## config.mk

```make
export PLATFORM = sky130hd
export DESIGN_NAME = impact_hit_counter
export DESIGN_NICKNAME = d
export VERILOG_FILES = /design/src/design/ihc_pkg.sv /design/src/design/ihc_div.sv /design/src/design/ihc_ring.sv /design/src/design/impact_hit_counter.sv
export SDC_FILE = /design/constraint.sdc
export NUM_CORES = 2
export LEC_CHECK = 0
export BUFFER_PORTS_ARGS = -buffer_cell sky130_fd_sc_hd__clkbuf_2
export CORE_MARGIN = 2
export CORE_UTILIZATION = 55
export CTS_CLUSTER_DIAMETER = 200
export CTS_CLUSTER_SIZE = 10
export DETAILED_ROUTE_END_ITERATION = 6
export GPL_ROUTABILITY_DRIVEN = 0
export GPL_TIMING_DRIVEN = 0
export PLACE_DENSITY = 0.71
export SETUP_SLACK_MARGIN = 0.05
export SYNTH_ARGS = -nofsm -noshare
export SYNTH_HDL_FRONTEND = slang
export SYNTH_SLANG_ARGS = --single-unit
```

## constraint.sdc

```tcl
create_clock -name clk -period 13.2 [get_ports clk]
set_input_delay 1.32 -clock clk [delete_from_list [all_inputs] [get_ports clk]]
set_output_delay 1.32 -clock clk [all_outputs]
set_load 0.05 [all_outputs]
```

## src/design/ihc_pkg.sv

```systemverilog
// Shared types and constants of the impact hit counter.
// No dependencies; used by every module of the block.
`timescale 1ns / 1ps

package ihc_pkg;

  // Field widths
  localparam int SAMPLE_W = 12;
  localparam int TIME_W   = 32;
  localparam int SCORE_W  = 10;
  localparam int TEMPO_W  = 22;
  localparam int LOCK_W   = 13;
  localparam int GAP_W    = 14;
  localparam int CFG_W    = 14;

  // Register reset values
  localparam logic [SAMPLE_W-1:0] THRESHOLD_RST = 12'd1200;
  localparam logic [LOCK_W-1:0]   LOCKOUT_RST   = 13'd120;
  localparam logic [GAP_W-1:0]    GAP_RST       = 14'd600;

  // Scoring and tempo constants
  localparam int FULL_SCALE      = 4095;
  localparam int SCORE_MAX       = 999;
  localparam int HPM_SCALE       = 60000;
  localparam int TEMPO_LIMIT     = 4194303;
  localparam int TEMPO_WINDOW_MS = 10000;
  localparam int HISTORY_DEPTH   = 64;

  // Derived widths
  localparam int HIST_AW = $clog2(HISTORY_DEPTH);
  localparam int CNT_W   = $clog2(HISTORY_DEPTH + 1);
  localparam int WIN_W   = $clog2(TEMPO_WINDOW_MS + 1);
  localparam int DIV_W   = (WIN_W > SAMPLE_W) ? WIN_W : SAMPLE_W;
  localparam int TPROD_W = $clog2(HISTORY_DEPTH * HPM_SCALE + 1);
  localparam int SPROD_W = $clog2(FULL_SCALE * SCORE_MAX + 1);
  localparam int DVD_MIN = (SPROD_W > TEMPO_W) ? SPROD_W : TEMPO_W;
  localparam int DVD_W   = (TPROD_W > DVD_MIN) ? TPROD_W : DVD_MIN;
  localparam int ITER_W  = $clog2(DVD_W + 1);

  // Configuration register indexes
  typedef enum logic [1:0] {
    CFG_THRESHOLD  = 2'd0,
    CFG_LOCKOUT    = 2'd1,
    CFG_SERIES_GAP = 2'd2
  } cfg_idx_t;

  // Sequencer states
  typedef enum logic [3:0] {
    S_IDLE,
    S_PREP,
    S_SCORE,
    S_SDIV,
    S_WSTART,
    S_WWAIT,
    S_TGO,
    S_TDIV,
    S_OUT
  } seq_state_t;

  // Ring walk status back to the sequencer
  typedef struct packed {
    logic             done;
    logic [CNT_W-1:0] count;
  } walk_sts_t;

  // Result item, hit in the lowest bit
  typedef struct packed {
    logic [TEMPO_W-1:0]  hit_rate;
    logic [SCORE_W-1:0]  score_best;
    logic [SAMPLE_W-1:0] peak_best;
    logic [SCORE_W-1:0]  score_last;
    logic [SAMPLE_W-1:0] peak_last;
    logic [TIME_W-1:0]   series_best;
    logic [TIME_W-1:0]   series_len;
    logic [TIME_W-1:0]   hit_total;
    logic                hit;
  } result_t;

  localparam int IN_DATA_W  = (((SAMPLE_W + TIME_W) + 7) / 8) * 8;
  localparam int OUT_DATA_W = (($bits(result_t) + 7) / 8) * 8;

endpackage

```

## src/design/ihc_div.sv

```systemverilog
// Shared restoring divider, one quotient bit per cycle.
// Depends on ihc_pkg for operand widths.
`timescale 1ns / 1ps

module ihc_div (
  input  logic                     clk,
  input  logic                     rst_n,
  input  logic                     start,
  input  logic [ihc_pkg::DVD_W-1:0] dividend,
  input  logic [ihc_pkg::DIV_W-1:0] divisor,
  output logic                     done,
  output logic [ihc_pkg::DVD_W-1:0] quotient
);
  import ihc_pkg::*;

  logic              busy_r;
  logic              done_r;
  logic [ITER_W-1:0] iter_r;
  logic [DVD_W-1:0]  dvd_r;
  logic [DIV_W-1:0]  rem_r;
  logic [DIV_W-1:0]  dvs_r;
  logic [DIV_W:0]    rem_sh;
  logic              fits;

  // Trial subtract of the shifted remainder
  assign rem_sh = {rem_r, dvd_r[DVD_W-1]};
  assign fits   = rem_sh >= {1'b0, dvs_r};

  // Control
  always_ff @(posedge clk) begin
    if (!rst_n) begin
      busy_r <= 1'b0;
      done_r <= 1'b0;
      iter_r <= '0;
    end else begin
      done_r <= 1'b0;
      if (start) begin
        busy_r <= 1'b1;
        iter_r <= ITER_W'(DVD_W);
      end else if (busy_r) begin
        iter_r <= iter_r - 1'b1;
        if (iter_r == ITER_W'(1)) begin
          busy_r <= 1'b0;
          done_r <= 1'b1;
        end
      end
    end
  end

  // Datapath: quotient bits shift into the dividend register
  always_ff @(posedge clk) begin
    if (start) begin
      dvd_r <= dividend;
      dvs_r <= divisor;
      rem_r <= '0;
    end else if (busy_r) begin
      rem_r <= fits ? DIV_W'(rem_sh - {1'b0, dvs_r}) : rem_sh[DIV_W-1:0];
      dvd_r <= {dvd_r[DVD_W-2:0], fits};
    end
  end

  assign done     = done_r;
  assign quotient = dvd_r;

endmodule

```

## src/design/ihc_ring.sv

```systemverilog
// Ring of recent hit times with a fill count, and the walk that counts
// entries at or after a given time. Depends on ihc_pkg.
`timescale 1ns / 1ps

module ihc_ring (
  input  logic                       clk,
  input  logic                       rst_n,
  input  logic                       clear,
  input  logic                       wr_en,
  input  logic [ihc_pkg::TIME_W-1:0] wr_time,
  input  logic                       walk_start,
  input  logic [ihc_pkg::TIME_W-1:0] since,
  output ihc_pkg::walk_sts_t         sts
);
  import ihc_pkg::*;

  logic [TIME_W-1:0]  mem [HISTORY_DEPTH];
  logic [HIST_AW-1:0] wr_ptr_r;
  logic [CNT_W-1:0]   fill_r;
  logic [CNT_W-1:0]   addr_r;
  logic [CNT_W-1:0]   cnt_r;
  logic [TIME_W-1:0]  rd_data_r;
  logic               busy_r;
  logic               issue_r;
  logic               pend_r;
  logic               done_r;
  logic               more;

  assign more = addr_r < fill_r;

  // Write side: pointer and fill count
  always_ff @(posedge clk) begin
    if (!rst_n) begin
      wr_ptr_r <= '0;
      fill_r   <= '0;
    end else if (clear) begin
      wr_ptr_r <= '0;
      fill_r   <= '0;
    end else if (wr_en) begin
      wr_ptr_r <= (wr_ptr_r == HIST_AW'(HISTORY_DEPTH - 1)) ? '0 : wr_ptr_r + 1'b1;
      if (fill_r != CNT_W'(HISTORY_DEPTH)) fill_r <= fill_r + 1'b1;
    end
  end

  // Memory
  always_ff @(posedge clk) begin
    if (wr_en) mem[wr_ptr_r] <= wr_time;
    rd_data_r <= mem[addr_r[HIST_AW-1:0]];
  end

  // Walk: issue one read a cycle, compare the data in the following cycle
  always_ff @(posedge clk) begin
    if (!rst_n) begin
      busy_r  <= 1'b0;
      issue_r <= 1'b0;
      pend_r  <= 1'b0;
      done_r  <= 1'b0;
      addr_r  <= '0;
      cnt_r   <= '0;
    end else begin
      done_r <= 1'b0;
      if (walk_start) begin
        busy_r  <= 1'b1;
        issue_r <= 1'b1;
        pend_r  <= 1'b0;
        addr_r  <= '0;
        cnt_r   <= '0;
      end else if (busy_r) begin
        pend_r <= issue_r && more;
        if (issue_r) begin
          if (more) addr_r <= addr_r + 1'b1;
          else      issue_r <= 1'b0;
        end
        if (pend_r && (rd_data_r >= since)) cnt_r <= cnt_r + 1'b1;
        if (!issue_r && !pend_r) begin
          busy_r <= 1'b0;
          done_r <= 1'b1;
        end
      end
    end
  end

  assign sts.done  = done_r;
  assign sts.count = cnt_r;

endmodule

```

## src/design/impact_hit_counter.sv

```systemverilog
// Top level of the impact hit counter: configuration registers, session
// metrics, sequencer and output register. Uses ihc_pkg, ihc_div, ihc_ring.
//
// Usage: each input transfer carries one sensor sample and a millisecond time.
// tuser high starts a session: metrics and hit ring are cleared, no result.
// A sample with tlast closes a peak window and yields exactly one result
// transfer; other samples only update the window peak and give no result.
// Samples without tlast, and session starts, are taken without leaving idle.
// A window end runs a sequence on one shared divider: a setup step, the
// score division (only on a hit), a walk over the valid ring entries (one
// entry a cycle), the tempo division and a step to load the output; an
// empty tempo window skips walk and division. in_tready stays low until
// out_tvalid rises. The result sits in an output register; if the receiver
// stalls, the next samples are still taken, and a following window end
// waits until the held result has been transferred. Configuration writes
// are taken in any cycle and must only happen while the block is idle.
// Reset (rst_n low, synchronous) loads the register defaults, clears all
// metrics and the ring fill count, and empties the output register.
`timescale 1ns / 1ps

module impact_hit_counter (
  input  logic                           clk,
  input  logic                           rst_n,
  // Input stream
  input  logic                           in_tvalid,
  output logic                           in_tready,
  input  logic [ihc_pkg::IN_DATA_W-1:0]  in_tdata,  // sample[11:0], now_ms[43:12]
  input  logic                           in_tuser,  // start_session
  input  logic                           in_tlast,  // last_in_window
  // Result stream
  output logic                           out_tvalid,
  input  logic                           out_tready,
  // hit[0], hit_total[32:1], series_len[64:33], series_best[96:65],
  // peak_last[108:97], score_last[118:109], peak_best[130:119],
  // score_best[140:131], hit_rate[162:141]
  output logic [ihc_pkg::OUT_DATA_W-1:0] out_tdata,
  // Configuration
  input  logic                           cfg_we,
  input  logic [1:0]                     cfg_addr,
  input  logic [ihc_pkg::CFG_W-1:0]      cfg_wdata
);
  import ihc_pkg::*;

  seq_state_t state_r, state_nxt;

  // Configuration
  logic [SAMPLE_W-1:0] thr_r;
  logic [LOCK_W-1:0]   lock_r;
  logic [GAP_W-1:0]    gap_r;

  // Metrics
  logic [SAMPLE_W-1:0] wpeak_r;
  logic [TIME_W-1:0]   hit_cnt_r;
  logic [TIME_W-1:0]   last_hit_r;
  logic [TIME_W-1:0]   lock_end_r;
  logic [TIME_W-1:0]   ser_now_r;
  logic [TIME_W-1:0]   ser_max_r;
  logic [SAMPLE_W-1:0] rpeak_r;
  logic [SCORE_W-1:0]  rscore_r;
  logic [SAMPLE_W-1:0] tpeak_r;
  logic [SCORE_W-1:0]  tscore_r;
  logic [TIME_W-1:0]   sess_r;

  // Per window-end working registers
  logic                hit_r;
  logic [SAMPLE_W-1:0] peak_r;
  logic [TIME_W-1:0]   now_r;
  logic [DVD_W-1:0]    prod_r;
  logic [WIN_W-1:0]    win_r;
  logic [TIME_W-1:0]   since_r;
  logic [TEMPO_W-1:0]  tempo_r;

  // Output register
  logic    out_valid_r;
  result_t res_r;

  // Input fields
  logic [SAMPLE_W-1:0] in_sample;
  logic [TIME_W-1:0]   in_now;
  logic                accept;
  logic [SAMPLE_W-1:0] peak_c;
  logic                hit_c;
  logic [TIME_W-1:0]   gap_c;
  logic [TIME_W-1:0]   elapsed_c;
  logic [SCORE_W-1:0]  score_c;

  // Shared unit and ring hookup
  logic              div_start;
  logic [DVD_W-1:0]  div_dvd;
  logic [DIV_W-1:0]  div_dvs;
  logic              div_done;
  logic [DVD_W-1:0]  div_q;
  logic              walk_start;
  walk_sts_t         walk_sts;
  logic              ring_wr;
  logic              load_out;

  assign in_sample = in_tdata[SAMPLE_W-1:0];
  assign in_now    = in_tdata[SAMPLE_W+TIME_W-1:SAMPLE_W];
  assign in_tready = (state_r == S_IDLE);
  assign accept    = in_tvalid && in_tready;

  // Window peak including this sample, and the hit decision
  assign peak_c    = (in_sample > wpeak_r) ? in_sample : wpeak_r;
  assign hit_c     = (peak_c > thr_r) && (in_now > lock_end_r);
  assign gap_c     = in_now - last_hit_r;
  assign elapsed_c = now_r - sess_r;
  assign ring_wr   = accept && !in_tuser && in_tlast && hit_c;
  assign score_c   = (div_q > DVD_W'(SCORE_MAX)) ? SCORE_W'(SCORE_MAX) : div_q[SCORE_W-1:0];

  // Configuration writes
  always_ff @(posedge clk) begin
    if (!rst_n) begin
      thr_r  <= THRESHOLD_RST;
      lock_r <= LOCKOUT_RST;
      gap_r  <= GAP_RST;
    end else if (cfg_we) begin
      case (cfg_addr)
        CFG_THRESHOLD:  thr_r  <= cfg_wdata[SAMPLE_W-1:0];
        CFG_LOCKOUT:    lock_r <= cfg_wdata[LOCK_W-1:0];
        CFG_SERIES_GAP: gap_r  <= cfg_wdata[GAP_W-1:0];
        default: ;
      endcase
    end
  end

  // Sequencer state register
  always_ff @(posedge clk) begin
    if (!rst_n) state_r <= S_IDLE;
    else        state_r <= state_nxt;
  end

  // Next state and unit controls
  always_comb begin
    state_nxt  = state_r;
    div_start  = 1'b0;
    div_dvd    = prod_r;
    div_dvs    = DIV_W'(SAMPLE_W'(FULL_SCALE) - thr_r);
    walk_start = 1'b0;
    load_out   = 1'b0;
    case (state_r)
      S_IDLE: begin
        if (accept && !in_tuser && in_tlast) state_nxt = S_PREP;
      end
      S_PREP:  state_nxt = S_SCORE;
      S_SCORE: begin
        div_start = hit_r;
        state_nxt = hit_r ? S_SDIV : S_WSTART;
      end
      S_SDIV: begin
        if (div_done) state_nxt = S_WSTART;
      end
      S_WSTART: begin
        if (win_r == '0) begin
          state_nxt = S_OUT;
        end else begin
          walk_start = 1'b1;
          state_nxt  = S_WWAIT;
        end
      end
      S_WWAIT: begin
        if (walk_sts.done) state_nxt = S_TGO;
      end
      S_TGO: begin
        div_start = 1'b1;
        div_dvs   = DIV_W'(win_r);
        state_nxt = S_TDIV;
      end
      S_TDIV: begin
        if (div_done) state_nxt = S_OUT;
      end
      S_OUT: begin
        if (!out_valid_r || out_tready) begin
          load_out  = 1'b1;
          state_nxt = S_IDLE;
        end
      end
      default: state_nxt = S_IDLE;
    endcase
  end

  // Session metrics
  always_ff @(posedge clk) begin
    if (!rst_n) begin
      wpeak_r    <= '0;
      hit_cnt_r  <= '0;
      last_hit_r <= '0;
      lock_end_r <= '0;
      ser_now_r  <= '0;
      ser_max_r  <= '0;
      rpeak_r    <= '0;
      rscore_r   <= '0;
      tpeak_r    <= '0;
      tscore_r   <= '0;
      sess_r     <= '0;
    end else begin
      if (accept) begin
        if (in_tuser) begin
          wpeak_r    <= '0;
          hit_cnt_r  <= '0;
          last_hit_r <= '0;
          lock_end_r <= '0;
          ser_now_r  <= '0;
          ser_max_r  <= '0;
          rpeak_r    <= '0;
          rscore_r   <= '0;
          tpeak_r    <= '0;
          tscore_r   <= '0;
          sess_r     <= in_now;
        end else if (!in_tlast) begin
          wpeak_r <= peak_c;
        end else begin
          wpeak_r <= '0;
          if (hit_c) begin
            hit_cnt_r  <= hit_cnt_r + 1'b1;
            ser_now_r  <= (gap_c <= TIME_W'(gap_r)) ? ser_now_r + 1'b1 : TIME_W'(1);
            last_hit_r <= in_now;
            lock_end_r <= in_now + TIME_W'(lock_r);
            rpeak_r    <= peak_c;
            if (peak_c > tpeak_r) tpeak_r <= peak_c;
          end
        end
      end
      // Series record follows the updated series length
      if (state_r == S_PREP && hit_r && ser_now_r > ser_max_r) ser_max_r <= ser_now_r;
      // Score from the shared divider
      if (state_r == S_SDIV && div_done) begin
        rscore_r <= score_c;
        if (score_c > tscore_r) tscore_r <= score_c;
      end
    end
  end

  // Working registers of one window end
  always_ff @(posedge clk) begin
    if (accept) begin
      hit_r  <= hit_c;
      peak_r <= peak_c;
      now_r  <= in_now;
    end
    if (state_r == S_PREP) begin
      prod_r <= DVD_W'(peak_r - thr_r) * DVD_W'(SCORE_MAX);
      win_r  <= (elapsed_c < TIME_W'(TEMPO_WINDOW_MS)) ? elapsed_c[WIN_W-1:0]
                                                      : WIN_W'(TEMPO_WINDOW_MS);
    end
    if (state_r == S_SCORE) since_r <= now_r - TIME_W'(win_r);
    if (state_r == S_WSTART) tempo_r <= '0;
    if (state_r == S_WWAIT && walk_sts.done)
      prod_r <= DVD_W'(walk_sts.count) * DVD_W'(HPM_SCALE);
    if (state_r == S_TDIV && div_done)
      tempo_r <= (div_q > DVD_W'(TEMPO_LIMIT)) ? TEMPO_W'(TEMPO_LIMIT) : div_q[TEMPO_W-1:0];
  end

  // Output register
  always_ff @(posedge clk) begin
    if (!rst_n) begin
      out_valid_r <= 1'b0;
    end else if (load_out) begin
      out_valid_r <= 1'b1;
    end else if (out_tready) begin
      out_valid_r <= 1'b0;
    end
  end

  always_ff @(posedge clk) begin
    if (load_out) begin
      res_r.hit         <= hit_r;
      res_r.hit_total   <= hit_cnt_r;
      res_r.series_len  <= ser_now_r;
      res_r.series_best <= ser_max_r;
      res_r.peak_last   <= rpeak_r;
      res_r.score_last  <= rscore_r;
      res_r.peak_best   <= tpeak_r;
      res_r.score_best  <= tscore_r;
      res_r.hit_rate    <= tempo_r;
    end
  end

  assign out_tvalid = out_valid_r;
  assign out_tdata  = {{(OUT_DATA_W - $bits(result_t)){1'b0}}, res_r};

  // Shared divider
  ihc_div u_div (
    .clk      (clk),
    .rst_n    (rst_n),
    .start    (div_start),
    .dividend (div_dvd),
    .divisor  (div_dvs),
    .done     (div_done),
    .quotient (div_q)
  );

  // Hit time ring
  ihc_ring u_ring (
    .clk        (clk),
    .rst_n      (rst_n),
    .clear      (accept && in_tuser),
    .wr_en      (ring_wr),
    .wr_time    (in_now),
    .walk_start (walk_start),
    .since      (since_r),
    .sts        (walk_sts)
  );

endmodule
```

==> results.md <==
* Layout area overhead at 13.7%
* First-pass GRT wire length at 461 mm
* Critical Path Sink Type: flip-flop
* Resized cells post-CTS at 0
* GRT overflow at 0
* Data required, critical path at 13.83 ns
* Synth Warn # at 0
* Post-route clock period utilization at 72.8%
* Tot GR Track Use at 29.0%
* Cells after synthesis at 7,226
* Final Hold Fails at 0
* Final #Nets at 8,429
* Multi-input gate area at 37,100 sq um
* Worst hold path class: flip-flop to flip-flop
* Clock H-tree levels at 5
* I/O pins at 241
* RSZ-0062 raised after global routing: no
* WL final at 319 mm
* First-pass DRT Iterations at 6
* Die height at 468 microns
* Worst R2R Path Depth at 24
* Share of flip-flops with an asynchronous set or reset at 0%
* Hpwl dp at 212 mm
* Num CTS Buffers at 325
* WL met2 at 151 mm
* Worst-Margin Slew at 1.53 ns
* # clock sinks at 2,758
* Post-layout instance area at 135,000 sq um
* Most used DFF post-synth: edfxtp_1
* Pre-CTS setup slack at 2.95 ns
* Vias in the first global route at 68,600
* Number of remaining DRC errors at 0
* Die area at 219,000 sq um
* Hold_ws at 0.416 ns
* CTS tree: built
* Post-DRT Antenna Nets at 0
* Crit path kind: primary input to flip-flop
* Clock Path Buffers at 4
* Seq/Total Area, Yosys at 66.7%
* Peak VDD IR at 0.000542 V
* Core Region at 214,000 sq um
* CP delay by family, top: simple AND/OR/NAND/NOR gates
* Min cycle time layout at 9.61 ns
* Total Power at 22.6 mW
* Postcts setup bufs at 0
* Worst Skew at 0.111 ns
* Status: finished, violations left
* Fmax at 104 MHz
* # rows at 170
* Vias per inst at 6.35
* Final Setup Violations at 0
* Slew Limit Fails at 33
* Synthesized area at 119,000 sq um
* Setup TNS at 0 ns
* FF+latch count, synth at 2,758
* Wire length on met3 at 28.2 mm
* Fillcell total at 14,800
* CP Cell Sequence: clkbuf_2 > ha_1 > a21o_1 > a21o_1 > a21oi_1 > nor2_1 > a2111oi_0 > nor2_1 > clkbuf_1 > mux2i_1 > inv_1 > ha_1 > nor2b_1 > o21ai_0 > nand2b_1 > a21oi_1 > o21a_1 > o21ai_0 > nand4_1 > nor2_1 > clkbuf_1 > nand3_1 > nor2_4 > buf_16
* Wire length per cell at 29.4 microns
* Crit-path max cell delay at 1.24 ns
* Post-Syn Area per Cell at 16.4 sq um
* Crit path top cell by count: nor2_1
* Crit path buf inv count at 5
* WHS Path Cells at 0
* Share of layout cells above drive strength 1 at 18.2%
* Register Area at 79,000 sq um
* Slew HR at -2.31%
* LEAKAGE at 44.6 nW
* Synth cell types at 85
* Metal-1 WL at 121 mm
* Worst Path Arrival at 10.24 ns
* Max stage delay cell, worst path: nor2_1
* Worst Slack Setup Final at 3.59 ns
* Hold_buf cts at 0
* Post-synth EDFFs at 2,377
* Failing checks: max-capacitance violations, max-slew violations
* Clock root buffer: clkbuf_16
* CP max FO at 17
* Largest net degree at the start of global routing at 73
* Initial Util at 55.3%
* Die W at 468 microns
* Later-pin clock latency in the skew report at 0.98 ns
* Clock slew at reported path FFs at 0.05 ns
* Power per cell area at 168 nW/um^2
* Max layer used: met5
* Antenna violations before repair at 19
* Number of buffers added on ports at 230
* Post-Place Cell Area at 126,000 sq um
* Stages on the worst setup path at 24
* First DRT Iteration DRCs at 8,562
* Max-cap viol count at 3
* DR vias at 68,800
* Critical path startpoint category: primary input
placed cells by master (no fill, tap or decap), drive strengths merged, types with 54 or more instances in the layout:
cell,instances
inv,473
dfxtp,381
nand3,129
a21oi,171
nand4,80
xor2,87
a21o,95
and2,75
nor3,76
mux2i,61
buf,177
a21boi,83
o21ai,176
xnor2,123
mux4,672
edfxtp,2377
fa,85
ha,380
nand2,467
clkbuf,891
nor2,294
nor2b,102
a22oi,54
report_power, final:
| part | internal [mW] | switching [mW] | leakage [nW] |
|---|---|---|---|
| clock network | 4.48 | 3.28 | 4.21 |
| logic | 2.16 | 3.10 | 15.8 |
| registers | 9.55 | 0.0411 | 24.6 |
cell type report:
class,instances,area share (%)
inverters,472,1.31
flip-flops and latches,2758,58.6
clock inverters,8,0.0650
multi-input cells,3688,27.5
well taps,2838,2.63
diodes,9,0.0167
plain buffers,313,0.903
clock buffers,420,6.38
repair buffers,335,2.59
metrics by stage:
stage                     util (%)  std cells
after global routing          62.9      10800
after global placement        57.5      10300
final                         62.9      10800
after detailed placement      58.8      10400
after CTS                     62.8      10800
after floorplan                  -       7231
flip-flops by register name (all words and copies together) (netlist names), 22 cells and up:
register / count
u_ring.mem: 2048
out_tdata: 163
hit_cnt_r: 32
last_hit_r: 32
lock_end_r: 32
now_r: 32
ser_max_r: 32
ser_now_r: 32
sess_r: 32
since_r: 32
u_ring.rd_data_r: 32
div_dvd: 22
tempo_r: 22
u_div.quotient: 22
cells in the mapped netlist, types with 31 or more instances:
master / n / area [sq um]
dfxtp_1: 381 / 7630
nand2b_1: 46 / 288
a21boi_0: 78 / 586
o21ai_0: 147 / 736
or3_1: 31 / 194
buf_1: 60 / 225
a22oi_1: 54 / 405
and3_1: 50 / 313
xor2_1: 87 / 762
fa_1: 85 / 1700
nor4_1: 45 / 282
nor2_1: 294 / 1100
a21o_1: 95 / 713
and2_1: 75 / 469
ha_1: 380 / 4750
o21a_1: 33 / 248
clkbuf_1: 244 / 916
nand3_1: 129 / 646
a21oi_1: 169 / 846
nor2b_1: 102 / 638
edfxtp_1: 2377 / 71400
nand2_1: 467 / 1750
mux4_2: 672 / 15100
nor3_1: 75 / 375
xnor2_1: 123 / 1080
nand4_1: 80 / 500
mux2i_1: 61 / 611
inv_1: 469 / 1760
cell families (layout without fill, tap and decap cells):
family	count (synthesis)	after routing	share of synthesized area [%]
DFF	2758	2758	66.7
muxes	733	733	13.3
xor gates and xnor gates	210	210	1.55
and+or+nand+nor	1452	1452	5.92
buffers and inverters	785	1548	2.52
AOI/OAI and AO/OA	820	820	4.58
adders and majority gates	467	467	5.47
other	1	15	0.00316
worst paths after layout:
kind	start	to	slack (ns)
max	in_tdata[5]	u_ring.mem[37][10]	3.59
min reg2reg	tempo_r[3]	out_tdata[144]	0.42
min	tempo_r[3]	out_tdata[144]	0.42
max reg2reg	wpeak_r[5]	u_ring.mem[37][10]	3.72
per-layer routing:
metal	global-route usage, %	up-vias
li1	-	29200
met1	38.2	35000
met2	46.3	3850
met3	5.51	782
met4	14.9	8
met5	0	-
worst register-to-register path, delay by kind of cell (launching register included):
family                     cells  cell delay [ns]
muxes                          1             0.43
and+or+nand+nor                8             4.54
DFF                            1             0.32
adders and majority gates      2             0.64
buffers and inverters          5             1.60
AOI/OAI and AO/OA              8             1.63
Power figures use the tool's default switching activity.
